$ cat src/rtl/mccs_pkg.sv
package mccs_pkg;

  localparam int ELEM_W           = 16;
  localparam int CFG_W            = 4;
  localparam int SCORE_W          = 16;
  localparam int COL_OUT_W        = 3;
  localparam int SQ_W             = 2 * ELEM_W;
  // Register fields cap the rows at 15, so a sum of squares stays below 2^34.
  localparam int ACC_W            = 34;
  localparam int DOT_W            = ACC_W + 1;
  localparam int PROD_W           = 2 * ACC_W;
  localparam int QUO_W            = 31;
  localparam int ROOT_W           = 16;
  localparam int DEFAULT_MAX_ROWS = 8;
  localparam int DEFAULT_MAX_COLS = 8;

  typedef enum logic [0:0] {
    CFG_ROWS_IN_USE = 1'b0,
    CFG_COLS_IN_USE = 1'b1
  } cfg_reg_t;

endpackage

$ cat src/rtl/max_column_cosine_similarity_core.sv
// Loads a gain matrix one signed Q3.12 word per cycle while busy is low, row by row, and
// after the last word scores every column pair by |dot| / (norm_i * norm_j) as unsigned
// Q1.15, reporting the best score and the earliest pair reaching it with a one-cycle
// out_valid strobe that cannot be stalled. Evaluation then holds busy high: each row of
// a pair needs two reads through the matrix store's single read port and a serial
// multiply, and each pair whose norms are both nonzero ends with serial products, a
// restoring divide and a square root. Writing a configuration register restarts the
// load from the first element.
module max_column_cosine_similarity_core #(
  parameter int MAX_ROWS = mccs_pkg::DEFAULT_MAX_ROWS,
  parameter int MAX_COLS = mccs_pkg::DEFAULT_MAX_COLS
) (
  input  logic                                 clk,
  input  logic                                 rst_n,
  input  logic                                 start,
  output logic                                 busy,
  input  logic signed [mccs_pkg::ELEM_W-1:0]   in_gain_value,
  input  logic                                 cfg_we,
  input  mccs_pkg::cfg_reg_t                   cfg_index,
  input  logic [mccs_pkg::CFG_W-1:0]           cfg_wdata,
  output logic                                 out_valid,
  output logic [mccs_pkg::SCORE_W-1:0]         out_max_cosine,
  output logic [mccs_pkg::COL_OUT_W-1:0]       out_first_column,
  output logic [mccs_pkg::COL_OUT_W-1:0]       out_second_column,
  output logic                                 out_pair_found
);

  import mccs_pkg::*;

  localparam int DEPTH = MAX_ROWS * MAX_COLS;
  localparam int AW    = $clog2(DEPTH);
  localparam int RW    = (MAX_ROWS > 1) ? $clog2(MAX_ROWS) : 1;
  localparam int CW    = $clog2(MAX_COLS);
  localparam int EW    = 7;

  typedef enum logic [3:0] {
    S_IDLE, S_RD_I, S_RD_J, S_MUL_GO, S_MUL_WAIT,
    S_SCALE_GO, S_SCALE_WAIT, S_ROOT_WAIT, S_NEXT, S_DONE
  } state_t;

  state_t             state_r, state_nxt;
  logic [CFG_W-1:0]   rows_cfg_r, rows_cfg_nxt, cols_cfg_r, cols_cfg_nxt;
  logic [RW-1:0]      ld_row_r, ld_row_nxt, k_r, k_nxt;
  logic [CW-1:0]      ld_col_r, ld_col_nxt, i_r, i_nxt, j_r, j_nxt;
  logic [CW-1:0]      best_i_r, best_i_nxt, best_j_r, best_j_nxt;
  logic [ELEM_W-1:0]  vi_r, vi_nxt;
  logic               neg_r, neg_nxt;
  logic [ACC_W-1:0]   n2i_r, n2i_nxt, n2j_r, n2j_nxt;
  logic [DOT_W-1:0]   dot_r, dot_nxt;
  logic [SCORE_W-1:0] best_score_r, best_score_nxt;
  logic               found_r, found_nxt;

  logic [ELEM_W-1:0]  gain_mem [DEPTH];
  logic [ELEM_W-1:0]  rdata_r;
  logic [AW-1:0]      wr_addr, rd_addr;
  logic               mem_we;

  logic [EW-1:0]      eff_rows, eff_cols, rows_m1, cols_m1, cols_m2;
  logic [RW-1:0]      rows_last;
  logic [CW-1:0]      cols_last, cols_last2;

  logic [ELEM_W-1:0]  mag_i, mag_j;
  logic [DOT_W-1:0]   abs_dot_full;
  logic [ACC_W-1:0]   abs_dot;
  logic [SQ_W-1:0]    p_ii, p_jj, p_ij;
  logic               mii_done, mjj_done, mij_done;
  logic [PROD_W-1:0]  prod_p, prod_r;
  logic               mp_done, mr_done;
  logic [ROOT_W-1:0]  score;
  logic               root_done;
  logic               mul_go, scale_go, root_go, qualify;

  // Zero acts as one and anything beyond the build maximum acts as the maximum.
  always_comb begin
    eff_rows = (rows_cfg_r == '0) ? EW'(1) :
               ({3'b000, rows_cfg_r} > EW'(MAX_ROWS)) ? EW'(MAX_ROWS) : {3'b000, rows_cfg_r};
    eff_cols = (cols_cfg_r == '0) ? EW'(1) :
               ({3'b000, cols_cfg_r} > EW'(MAX_COLS)) ? EW'(MAX_COLS) : {3'b000, cols_cfg_r};
    rows_m1  = eff_rows - EW'(1);
    cols_m1  = eff_cols - EW'(1);
    cols_m2  = eff_cols - EW'(2);
  end

  assign rows_last  = rows_m1[RW-1:0];
  assign cols_last  = cols_m1[CW-1:0];
  assign cols_last2 = cols_m2[CW-1:0];

  assign wr_addr = AW'(ld_row_r * MAX_COLS + ld_col_r);
  assign rd_addr = (state_r == S_RD_I) ? AW'(k_r * MAX_COLS + i_r) : AW'(k_r * MAX_COLS + j_r);
  assign mem_we  = (state_r == S_IDLE) && start;

  always_ff @(posedge clk) begin
    if (mem_we) begin
      gain_mem[wr_addr] <= in_gain_value;
    end
    rdata_r <= gain_mem[rd_addr];
  end

  assign mag_i = vi_r[ELEM_W-1] ? (~vi_r + 1'b1) : vi_r;
  assign mag_j = rdata_r[ELEM_W-1] ? (~rdata_r + 1'b1) : rdata_r;

  assign abs_dot_full = dot_r[DOT_W-1] ? (~dot_r + 1'b1) : dot_r;
  assign abs_dot      = abs_dot_full[ACC_W-1:0];

  assign qualify  = (n2i_r != '0) && (n2j_r != '0);
  assign mul_go   = (state_r == S_MUL_GO);
  assign scale_go = (state_r == S_SCALE_GO) && qualify;
  assign root_go  = (state_r == S_SCALE_WAIT) && mp_done;

  mccs_ser_mul #(.AW(ELEM_W), .BW(ELEM_W)) u_mul_ii (
    .clk, .rst_n, .start(mul_go), .a(mag_i), .b(mag_i), .prod(p_ii), .done(mii_done)
  );

  mccs_ser_mul #(.AW(ELEM_W), .BW(ELEM_W)) u_mul_jj (
    .clk, .rst_n, .start(mul_go), .a(mag_j), .b(mag_j), .prod(p_jj), .done(mjj_done)
  );

  mccs_ser_mul #(.AW(ELEM_W), .BW(ELEM_W)) u_mul_ij (
    .clk, .rst_n, .start(mul_go), .a(mag_i), .b(mag_j), .prod(p_ij), .done(mij_done)
  );

  mccs_ser_mul #(.AW(ACC_W), .BW(ACC_W)) u_mul_norm (
    .clk, .rst_n, .start(scale_go), .a(n2i_r), .b(n2j_r), .prod(prod_p), .done(mp_done)
  );

  mccs_ser_mul #(.AW(ACC_W), .BW(ACC_W)) u_mul_dot (
    .clk, .rst_n, .start(scale_go), .a(abs_dot), .b(abs_dot), .prod(prod_r), .done(mr_done)
  );

  mccs_root u_root (
    .clk, .rst_n, .start(root_go), .num(prod_r), .den(prod_p), .score(score), .done(root_done)
  );

  always_comb begin
    state_nxt      = state_r;
    rows_cfg_nxt   = rows_cfg_r;
    cols_cfg_nxt   = cols_cfg_r;
    ld_row_nxt     = ld_row_r;
    ld_col_nxt     = ld_col_r;
    k_nxt          = k_r;
    i_nxt          = i_r;
    j_nxt          = j_r;
    vi_nxt         = vi_r;
    neg_nxt        = neg_r;
    n2i_nxt        = n2i_r;
    n2j_nxt        = n2j_r;
    dot_nxt        = dot_r;
    best_score_nxt = best_score_r;
    best_i_nxt     = best_i_r;
    best_j_nxt     = best_j_r;
    found_nxt      = found_r;

    case (state_r)
      S_IDLE: begin
        if (start) begin
          if (ld_col_r == cols_last) begin
            ld_col_nxt = '0;
            if (ld_row_r == rows_last) begin
              // Last word of the matrix: start scoring.
              ld_row_nxt     = '0;
              k_nxt          = '0;
              i_nxt          = '0;
              j_nxt          = CW'(1);
              n2i_nxt        = '0;
              n2j_nxt        = '0;
              dot_nxt        = '0;
              best_score_nxt = '0;
              best_i_nxt     = '0;
              best_j_nxt     = '0;
              found_nxt      = 1'b0;
              state_nxt      = (cols_last == '0) ? S_DONE : S_RD_I;
            end else begin
              ld_row_nxt = ld_row_r + 1'b1;
            end
          end else begin
            ld_col_nxt = ld_col_r + 1'b1;
          end
        end
      end
      S_RD_I:   state_nxt = S_RD_J;
      S_RD_J: begin
        vi_nxt    = rdata_r;
        state_nxt = S_MUL_GO;
      end
      S_MUL_GO: begin
        neg_nxt   = vi_r[ELEM_W-1] ^ rdata_r[ELEM_W-1];
        state_nxt = S_MUL_WAIT;
      end
      S_MUL_WAIT: begin
        if (mii_done && mjj_done && mij_done) begin
          n2i_nxt = n2i_r + ACC_W'(p_ii);
          n2j_nxt = n2j_r + ACC_W'(p_jj);
          dot_nxt = neg_r ? (dot_r - DOT_W'(p_ij)) : (dot_r + DOT_W'(p_ij));
          if (k_r == rows_last) begin
            state_nxt = S_SCALE_GO;
          end else begin
            k_nxt     = k_r + 1'b1;
            state_nxt = S_RD_I;
          end
        end
      end
      S_SCALE_GO: state_nxt = qualify ? S_SCALE_WAIT : S_NEXT;
      S_SCALE_WAIT: begin
        if (mp_done && mr_done) begin
          state_nxt = S_ROOT_WAIT;
        end
      end
      S_ROOT_WAIT: begin
        if (root_done) begin
          // Strictly greater keeps the earliest pair on a tie.
          if (!found_r || (score > best_score_r)) begin
            best_score_nxt = score;
            best_i_nxt     = i_r;
            best_j_nxt     = j_r;
            found_nxt      = 1'b1;
          end
          state_nxt = S_NEXT;
        end
      end
      S_NEXT: begin
        k_nxt   = '0;
        n2i_nxt = '0;
        n2j_nxt = '0;
        dot_nxt = '0;
        if (j_r == cols_last) begin
          if (i_r == cols_last2) begin
            state_nxt = S_DONE;
          end else begin
            i_nxt     = i_r + 1'b1;
            j_nxt     = CW'(i_r + 2'd2);
            state_nxt = S_RD_I;
          end
        end else begin
          j_nxt     = j_r + 1'b1;
          state_nxt = S_RD_I;
        end
      end
      S_DONE:   state_nxt = S_IDLE;
      default:  state_nxt = S_IDLE;
    endcase

    if (cfg_we) begin
      case (cfg_index)
        CFG_ROWS_IN_USE: rows_cfg_nxt = cfg_wdata;
        CFG_COLS_IN_USE: cols_cfg_nxt = cfg_wdata;
        default: ;
      endcase
      ld_row_nxt = '0;
      ld_col_nxt = '0;
    end
  end

  always_ff @(posedge clk) begin
    if (!rst_n) begin
      state_r      <= S_IDLE;
      rows_cfg_r   <= CFG_W'(8);
      cols_cfg_r   <= CFG_W'(8);
      ld_row_r     <= '0;
      ld_col_r     <= '0;
      best_score_r <= '0;
      best_i_r     <= '0;
      best_j_r     <= '0;
      found_r      <= 1'b0;
    end else begin
      state_r      <= state_nxt;
      rows_cfg_r   <= rows_cfg_nxt;
      cols_cfg_r   <= cols_cfg_nxt;
      ld_row_r     <= ld_row_nxt;
      ld_col_r     <= ld_col_nxt;
      best_score_r <= best_score_nxt;
      best_i_r     <= best_i_nxt;
      best_j_r     <= best_j_nxt;
      found_r      <= found_nxt;
    end
    k_r   <= k_nxt;
    i_r   <= i_nxt;
    j_r   <= j_nxt;
    vi_r  <= vi_nxt;
    neg_r <= neg_nxt;
    n2i_r <= n2i_nxt;
    n2j_r <= n2j_nxt;
    dot_r <= dot_nxt;
  end

  assign busy              = (state_r != S_IDLE);
  assign out_valid         = (state_r == S_DONE);
  assign out_max_cosine    = best_score_r;
  assign out_first_column  = COL_OUT_W'(best_i_r);
  assign out_second_column = COL_OUT_W'(best_j_r);
  assign out_pair_found    = found_r;

endmodule

$ cat src/rtl/mccs_ser_mul.sv
module mccs_ser_mul #(
  parameter int AW = 16,
  parameter int BW = 16
) (
  input  logic            clk,
  input  logic            rst_n,
  input  logic            start,
  input  logic [AW-1:0]   a,
  input  logic [BW-1:0]   b,
  output logic [AW+BW-1:0] prod,
  output logic            done
);

  localparam int CNT_W = $clog2(BW + 1);

  logic [AW-1:0]    a_r;
  logic [AW+BW-1:0] p_r, p_nxt;
  logic [CNT_W-1:0] cnt_r;
  logic             done_r;
  logic [AW:0]      sum;

  // Shift-add: one multiplier bit leaves at the bottom each cycle.
  assign sum   = {1'b0, p_r[AW+BW-1:BW]} + (p_r[0] ? {1'b0, a_r} : {(AW+1){1'b0}});
  assign p_nxt = {sum, p_r[BW-1:1]};

  always_ff @(posedge clk) begin
    if (!rst_n) begin
      cnt_r  <= '0;
      done_r <= 1'b0;
    end else begin
      done_r <= 1'b0;
      if (start) begin
        a_r   <= a;
        p_r   <= {{AW{1'b0}}, b};
        cnt_r <= CNT_W'(BW);
      end else if (cnt_r != '0) begin
        p_r    <= p_nxt;
        cnt_r  <= cnt_r - 1'b1;
        done_r <= (cnt_r == CNT_W'(1));
      end
    end
  end

  assign prod = p_r;
  assign done = done_r;

endmodule

$ cat src/rtl/mccs_root.sv
module mccs_root (
  input  logic                          clk,
  input  logic                          rst_n,
  input  logic                          start,
  input  logic [mccs_pkg::PROD_W-1:0]   num,
  input  logic [mccs_pkg::PROD_W-1:0]   den,
  output logic [mccs_pkg::ROOT_W-1:0]   score,
  output logic                          done
);

  import mccs_pkg::*;

  localparam int CNT_W = $clog2(QUO_W + 1);
  localparam int SR_W  = ROOT_W + 3;
  localparam int X_W   = 2 * ROOT_W;

  typedef enum logic [1:0] {R_IDLE, R_DIV, R_SQRT} root_state_t;

  root_state_t      state_r;
  logic [PROD_W:0]  rem_r;
  logic [PROD_W-1:0] den_r;
  logic [QUO_W-1:0] quo_r;
  logic [CNT_W-1:0] cnt_r;
  logic [X_W-1:0]   x_r;
  logic [SR_W-1:0]  srem_r;
  logic [ROOT_W-1:0] root_r, score_r;
  logic             done_r;

  logic             div_ge;
  logic [PROD_W:0]  div_sel;
  logic [SR_W-1:0]  srem_in, trial;
  logic             sq_ge;

  // The quotient, num / den scaled by 2^30, never exceeds 2^30, so 31 quotient bits suffice.
  assign div_ge  = rem_r >= {1'b0, den_r};
  assign div_sel = div_ge ? (rem_r - {1'b0, den_r}) : rem_r;

  // Digit-by-digit square root, two radicand bits per cycle.
  assign srem_in = {srem_r[SR_W-3:0], x_r[X_W-1 -: 2]};
  assign trial   = {1'b0, root_r, 2'b01};
  assign sq_ge   = srem_in >= trial;

  always_ff @(posedge clk) begin
    if (!rst_n) begin
      state_r <= R_IDLE;
      done_r  <= 1'b0;
      cnt_r   <= '0;
    end else begin
      done_r <= 1'b0;
      case (state_r)
        R_IDLE: begin
          if (start) begin
            rem_r   <= {1'b0, num};
            den_r   <= den;
            cnt_r   <= '0;
            state_r <= R_DIV;
          end
        end
        R_DIV: begin
          rem_r <= {div_sel[PROD_W-1:0], 1'b0};
          quo_r <= {quo_r[QUO_W-2:0], div_ge};
          if (cnt_r == CNT_W'(QUO_W - 1)) begin
            x_r     <= X_W'({quo_r[QUO_W-2:0], div_ge});
            srem_r  <= '0;
            root_r  <= '0;
            cnt_r   <= '0;
            state_r <= R_SQRT;
          end else begin
            cnt_r <= cnt_r + 1'b1;
          end
        end
        R_SQRT: begin
          srem_r <= sq_ge ? (srem_in - trial) : srem_in;
          root_r <= {root_r[ROOT_W-2:0], sq_ge};
          x_r    <= {x_r[X_W-3:0], 2'b00};
          if (cnt_r == CNT_W'(ROOT_W - 1)) begin
            score_r <= {root_r[ROOT_W-2:0], sq_ge};
            done_r  <= 1'b1;
            state_r <= R_IDLE;
          end else begin
            cnt_r <= cnt_r + 1'b1;
          end
        end
        default: state_r <= R_IDLE;
      endcase
    end
  end

  assign score = score_r;
  assign done  = done_r;

endmodule
$ cat config.mk
export PLATFORM = sky130hd
export DESIGN_NAME = max_column_cosine_similarity_core
export DESIGN_NICKNAME = d
export VERILOG_FILES = /design/src/rtl/mccs_pkg.sv /design/src/rtl/max_column_cosine_similarity_core.sv /design/src/rtl/mccs_ser_mul.sv /design/src/rtl/mccs_root.sv
export SDC_FILE = /design/constraint.sdc
export NUM_CORES = 2
export LEC_CHECK = 0
export ABC_AREA = 1
export BUFFER_PORTS_ARGS = -buffer_cell sky130_fd_sc_hd__buf_4
export CAP_MARGIN = 15
export CORE_AREA = 2 2 529 741
export CTS_CLUSTER_DIAMETER = 40
export DETAILED_ROUTE_END_ITERATION = 10
export DIE_AREA = 0 0 531 743
export RECOVER_POWER = 50
export SYNTH_ARGS = -nofsm -noshare
export SYNTH_HDL_FRONTEND = slang
export SYNTH_SLANG_ARGS = --single-unit
$ cat constraint.sdc
create_clock -name clk -period 6.2 [get_ports clk]
set_input_delay 0.93 -clock clk [delete_from_list [all_inputs] [get_ports clk]]
set_output_delay 0.93 -clock clk [all_outputs]
set_load 0.01 [all_outputs]
== After elaboration in Yosys (flattened, before gate mapping) ==
Memories as Yosys holds them, arrays and structs flattened. A register that Yosys moved wholly into a read port is not among the register bits.
Cells that the tools add are included.

* $add $sub $neg: 32
* $mul: 0
* Divide/modulo/power cells: 0
* Magnitude comparators: 5
* Eq/ne operators: 38
* Shift operators: 0
* Multiplexer cells: 114
* Bitwise operators: 11
* Reductions and logical operators: 66

{| class="wikitable"
|+ Operators with widths
! kind !! number
|-
| two-way mux 34 bit || 10
|-
| two-way mux 16 bit || 14
|-
| two-way mux 68 bit || 3
|-
| one-hot mux 34 bit (3 select lines) || 2
|-
| two-way mux 35 bit || 5
|-
| one-hot mux 69 bit (2 select lines) || 1
|-
| two-way mux 32 bit || 4
|-
| one-hot mux 35 bit (3 select lines) || 1
|-
| adder 34 x 35 -> 35 bit || 2
|-
| >= comparator 69 x 68 -> 1 bit || 1
|-
| two-way mux 3 bit || 23
|-
| two-way mux 69 bit || 1
|-
| adder 34 x 32 -> 34 bit || 2
|-
| nonzero test 34 bit || 2
|-
| subtractor 68 bit || 1
|-
| one-hot mux 16 bit (2 select lines) || 2
|-
| one-hot mux 32 bit (2 select lines) || 1
|-
| adder 16 x 17 -> 17 bit || 3
|-
| two-way mux 5 bit || 9
|-
| two-way mux 4 bit || 10
|-
| one-hot mux 4 bit (9 select lines) || 1
|-
| adder 35 x 32 -> 35 bit || 1
|-
| subtractor 35 x 32 -> 35 bit || 1
|-
| adder 34 x 1 -> 34 bit, second input constant || 1
|-
| 58 further kinds || 165
|}

* Register bits: 790
* Bits in latches: 0
* RAM bits: 1024
* Memory bits (read-only): 0
* Bits of input ports: 25
* Output and inout bits: 25
* Word-level logic and storage cells: 323
* Memories kept: 1

{| class="wikitable"
|+ Memory list
! memory !! depth !! width !! read ports !! clocked after Yosys merged registers in !! write ports !! RTL line !! source
|-
| gain_mem || 64 || 16 || 1 || 1 || 1 || max_column_cosine_similarity_core.sv:53 || <nowiki>logic [ELEM_W-1:0] gain_mem [DEPTH];</nowiki>
|}

== Logic depth before layout (Yosys ltp) ==
* Depth after elaboration: 10
* Depth in mapped cells: 25
* Depth with buffers taken out: 24

== Hierarchy ==
A second synthesis with hierarchy kept.

* Cells, all modules: 12033
* Area, all modules: 101611.2 um2

{| class="wikitable"
|+ By module, submodules not included
! module !! times used !! cells each !! area each (um2)
|-
| max_column_cosine_similarity_core || 1 || 6757 || 61103.6
|-
| mccs_root || 1 || 2471 || 17936.0
|-
| mccs_ser_mul at u_mul_ii ... || 3 || 374 || 3088.0
|-
| mccs_ser_mul at u_mul_norm || 1 || 842 || 6675.2
|-
| mccs_ser_mul at u_mul_dot || 1 || 841 || 6632.6
|}

== Worst setup path after synthesis ==
No wires, ideal clock.

* Kind: register -> register
* Start: register cols_cfg_r[2]
* End: register dot_r[0], enable pin
* Setup time: 0.565 ns
* Arrival time: 6.092 ns
* Setup slack: -0.457 ns
* Stages on the path, launching flop included: 13
* Buffers on the path: 0
* Clock period less this slack: 6.657 ns
* Cells stage by stage: dfxtp_1 nor2_2 o21ai_4 ha_1 nand3_1 nand2_1 xor2_1 nand3_2 nand2_1 nand4_1 nor2_1 nor2_1 nor2_1

* Longest elaborated chain between the ends: 7
* Elaborated cells between the ends (all ways): 8
* Classes of those cells: add/sub: 1; order compare: 1; eq/ne: 2; mux: 2; reduce/logical: 2

{| class="wikitable"
|+ Ends and longest elaborated chain
! what !! RTL line !! source
|-
| start: declaration || max_column_cosine_similarity_core.sv:42 || <nowiki>logic [CFG_W-1:0] rows_cfg_r, rows_cfg_nxt, cols_cfg_r, cols_cfg_nxt;</nowiki>
|-
| start signal: assignment || max_column_cosine_similarity_core.sv:267 || <nowiki>cols_cfg_r <= cols_cfg_nxt;</nowiki>
|-
| > comparator 4 bit || max_column_cosine_similarity_core.sv:78 || <nowiki>({3'b000, cols_cfg_r} > EW'(MAX_COLS)) ? EW'(MAX_COLS) : {3'b000, cols_cfg_r};</nowiki>
|-
| two-way mux 3 bit || max_column_cosine_similarity_core.sv:78 ||
|-
| two-way mux 3 bit (*) || max_column_cosine_similarity_core.sv:77 || <nowiki>eff_cols = (cols_cfg_r == '0) ? EW'(1) :</nowiki>
|-
| subtractor 3 x 1 -> 3 bit (*) || max_column_cosine_similarity_core.sv:80 || <nowiki>cols_m1 = eff_cols - EW'(1);</nowiki>
|-
| equality test 3 bit (*) || max_column_cosine_similarity_core.sv:156 || <nowiki>if (ld_col_r == cols_last) begin</nowiki>
|-
| != test 2 x 1 -> 1 bit (no source line) (*) || - ||
|-
| AND reduction 5 bit (no source line) (*) || - ||
|-
| end signal: assignment || max_column_cosine_similarity_core.sv:282 || <nowiki>dot_r <= dot_nxt;</nowiki>
|-
| end: declaration || max_column_cosine_similarity_core.sv:49 || <nowiki>logic [DOT_W-1:0] dot_r, dot_nxt;</nowiki>
|}

Mark *: on every way between the ends. The rest lies on a longest branch, timed or not.
A chain may end at the register's enable or synchronous reset.

== Final worst setup path ==
* Start: register state_r[0]
* End: register u_mul_ii.p_r[10], in the netlist u_mul_ii.prod[10], enable pin

* Longest elaborated chain between the ends: 3

{| class="wikitable"
|+ Ends and longest elaborated chain
! what !! RTL line !! source
|-
| start: declaration || max_column_cosine_similarity_core.sv:41 || <nowiki>state_t state_r, state_nxt;</nowiki>
|-
| start signal: assignment || max_column_cosine_similarity_core.sv:265 || <nowiki>state_r <= state_nxt;</nowiki>
|-
| equality test 4 x 2 -> 1 bit || max_column_cosine_similarity_core.sv:106 || <nowiki>assign mul_go = (state_r == S_MUL_GO);</nowiki>
|-
| nonzero test 2 bit (no source line) || - ||
|-
| AND reduction 2 bit (no source line) || - ||
|-
| end signal: assignment || mccs_ser_mul.sv:34 || <nowiki>p_r <= {{AW{1'b0}}, b};</nowiki>
|-
| end signal: assignment || mccs_ser_mul.sv:37 || <nowiki>p_r <= p_nxt;</nowiki>
|-
| end: declaration || mccs_ser_mul.sv:17 || <nowiki>logic [AW+BW-1:0] p_r, p_nxt;</nowiki>
|}

Every way passes these cells.

==> impl_metrics.yaml <==
routing:
  first_iter_violations: 4884
  wirelength_mm: 288
  num_vias: 72800
  drc: 0
  dr.pass1.iters: 5
  wl_per_cell_microns: 17.9
  via_per_inst: 4.53
  ant_nets: 0
floorplanning:
  num_rows: 271
  ios: 50
  die-area_sq_mm: 0.395
  dieWidth_microns: 531
  die_h_microns: 743
  core_area_sq_mm: 0.388
  start_util_pct: 24.9
sta:
  slew_headroom_pct: -178
  rsz0062_at_grt: "no"
  fin_crit_sh_pct: 80.9
  setup_viol: 0
  fin_hold_ws_ns: 0.324
  fin_setup_tns_ns: 0
  fin_ws_ns: 1.18
  max_freq_mhz: 199
  slew_violations: 1436
  hold_violations: 0
  period_needed_ns: 5.02
  tightest_slew_ns: 4.18
  final.setup_skew_ns: 0.106
logic_synthesis:
  synth_top_family_by_area: "simple AND/OR/NAND/NOR gates"
  ys_types: 56
  synthXorXnorAreaFrac_pct: 1.79
  yosysTopAreaCellShare_pct: 53.9
  synth_compound_area_share_pct: 9.45
  ys_warn_count: 0
  ys_top_cells_by_count: "nand2_1 (3035), edfxtp_1 (1733), inv_1 (1385)"
  synth.most_common_cell: "nand2_1"
  synth_mux_area_share_pct: 0
  synth_ff_type: "edfxtp_1"
  yosys.area_share.simple_pct: 20.8
  yosys.area_share.adder_pct: 4.68
  syn_inst: 10600
  ys_seq_area_share_pct: 55.9
  synth_edf_count: 1733
  synth_seq_cells: 1830
  synth_top_cell_by_area: "edfxtp_1"
  synth_nets: 10900
  syn_area_sq_mm: 0.0966
  synthArstFlopShare_pct: 0
  ys_top_cells_by_area: "edfxtp_1 (54%), nand2_1 (12%), inv_1 (5.4%)"
  syn_avg_cell_area_sq_um: 9.15
clock_network:
  clk_pin_slew_ns: 0.06
  clk_latency_ns: 0.86
  cts_buffers: 283
  hold_buffers: 0
  htree_levels: 5
  postCtsSetupRepairBufs: 0
  clock-sinks: 1830
  tritoncts: "done"
  clockRootBuffer: "clkbuf_16"
  clock_path_buffers: 4
  cts-resized-gates: 0
power_and_ir_drop:
  ir_worst_vdd_mv: 0.230
  power_density_mw_per_mm2: 379
  power.leakage_nw: 45.1
critical_path:
  reg2reg_depth: 8
  cp_max_fo: 60
  arrival_ns: 5.42
  cp-end-kind: "flop"
  crit_path_end: "u_mul_ii.prod[10]"
  critPathLaunchType: "flop"
  reg2reg_from: "state_r[0]"
  path_class: "reg2reg"
  cp.required_ns: 6.61
  rrSetupSlack_ns: 1.18
  crit_path_start: "state_r[0]"
  r2r_end: "u_mul_ii.prod[10]"
place:
  place_ws_ns: 1.98
  dpl.hpwl_mm: 199
  dp.cells: 15600
  place.gp.congestion: 0.969
  port_buffers: 49
grt:
  grt_pass1_vias: 71400
  antenna_found_initial: 4
  track_usage_pct: 14.1
  grt_overflow_total: 0
  grt_pass1_wl_mm: 429
  grt_start_max_net_pins: 124
outcome:
  status: "complete, but fails checks"
  violations: "max-capacitance violations, max-slew violations"
final_layout:
  n_fill_cell: 40700
  instances_no_fill: 16100
  multi_input_comb_area_sq_mm: 0.0355
  fin_util_pct: 28.9
  area_growth_pct: 16.1
  seqCellArea_sq_mm: 0.0540
  drive_gt1_share_pct: 6.49
  finish.net_count: 11000
hold_path:
  min-delay-path-class: "in2reg"
job:
  drv_cap: 24
## per-stage QoR
stage,area [sq um],total power [W]
2_1_floorplan,96600,0.0232
3_3_place_gp,103000,0.0265
3_5_place_dp,103000,0.0266
4_1_cts,112000,0.0427
5_1_grt,112000,0.0447
6_report,112000,0.0425
## area by class of cell
cell class | count | share of cell area, %
Inverter | 1408 | 4.72
Tap cell | 5187 | 5.79
Clock buffer | 314 | 6.55
Clock inverter | 195 | 2.00
Timing Repair Buffer | 183 | 1.14
Sequential cell | 1830 | 48.1
Multi-Input combinational cell | 6962 | 31.7
Antenna cell | 3 | 0.00669
## layout by cell type (no fill, tap or decap), types with 9 or more instances in the layout
| cell | count |
|---|---|
| a21boi_0 | 11 |
| nor2_1 | 766 |
| o21bai_1 | 21 |
| nor4_1 | 26 |
| inv_6 | 35 |
| a21o_1 | 27 |
| a211oi_1 | 11 |
| inv_1 | 1385 |
| o21a_1 | 37 |
| nand4_1 | 61 |
| a21oi_1 | 547 |
| clkbuf_16 | 288 |
| nand3_1 | 755 |
| nor3_1 | 75 |
| buf_4 | 102 |
| inv_2 | 11 |
| dfxtp_1 | 97 |
| ha_1 | 346 |
| buf_12 | 13 |
| clkbuf_1 | 89 |
| nand2_1 | 3033 |
| xor2_1 | 117 |
| o31ai_1 | 12 |
| fa_1 | 9 |
| clkinv_1 | 27 |
| edfxtp_1 | 1733 |
| clkinvlp_4 | 25 |
| xnor2_1 | 80 |
| clkinv_4 | 30 |
| a31oi_1 | 29 |
| clkinv_2 | 31 |
| o21ai_1 | 49 |
| or2_2 | 13 |
| nand3b_1 | 90 |
| o211ai_2 | 55 |
| bufinv_16 | 29 |
| o21ai_0 | 497 |
| inv_8 | 19 |
| o211ai_1 | 236 |
## cells by family after synthesis
kind of cell               count (synthesis)
AOI/OAI and AO/OA                       1544
xor gates and xnor gates                 197
DFF                                     1830
adders and majority gates                356
and+or+nand+nor                         4865
buffers and inverters                   1763
## critical path: stages (launching register included)
cell and delay, ns:
dfxtp_1 0.47, nand2_1 0.15, nor2_4 0.12, buf_4 0.55, inv_1 0.13, nor2_1 2.12
inv_1 0.35, nand2_1 0.17, buf_4 0.43
## sequential cells by signal, indices dropped and copies added, names as in the netlist, 16 cells and up
signal,cells
gain_mem,1024
u_root.rem_r,69
u_mul_dot.prod,68
u_mul_norm.prod,68
u_root.den_r,68
dot_r,35
n2i_r,34
n2j_r,34
u_mul_dot.a_r,34
u_mul_norm.a_r,34
u_mul_ii.prod,32
u_mul_ij.prod,32
u_mul_jj.prod,32
u_root.x_r,32
u_root.quo_r,30
u_root.srem_r,17
out_max_cosine,16
rdata_r,16
u_mul_ii.a_r,16
u_mul_jj.a_r,16
u_root.root_r,16
u_root.score,16
vi_r,16
## worst min path at each step
stage / start / cells after the start / to / slack (ns)
final: cfg_wdata[3] / 3 / cols_cfg_r[3] / 0.32
after CTS: cfg_wdata[2] / 3 / rows_cfg_r[2] / 0.27
after global placement: u_root.quo_r[24] / 0 / u_root.quo_r[25] / 0.43
after detailed placement: u_mul_norm.prod[30] / 0 / u_root.den_r[30] / 0.43
after floorplan: rdata_r[1] / 0 / vi_r[1] / 0.41
after global routing: cfg_wdata[3] / 3 / cols_cfg_r[3] / 0.29
## routing by layer
layer / up-vias / global-route usage [%] / wire length (microns)
met4: 0 / 9.39 / 21000
met2: 1849 / 24.9 / 142000
met5: - / 0 / 0
met1: 34600 / 15.9 / 112000
met3: 645 / 1.72 / 12700
li1: 35800 / - / -
## report_power, final
part           switching (W)  total (W)  internal (W)
clock network        0.00612     0.0161       0.00994
logic                0.00703     0.0103       0.00327
registers           0.000905     0.0161        0.0152
(Power assumes the default switching activity.)
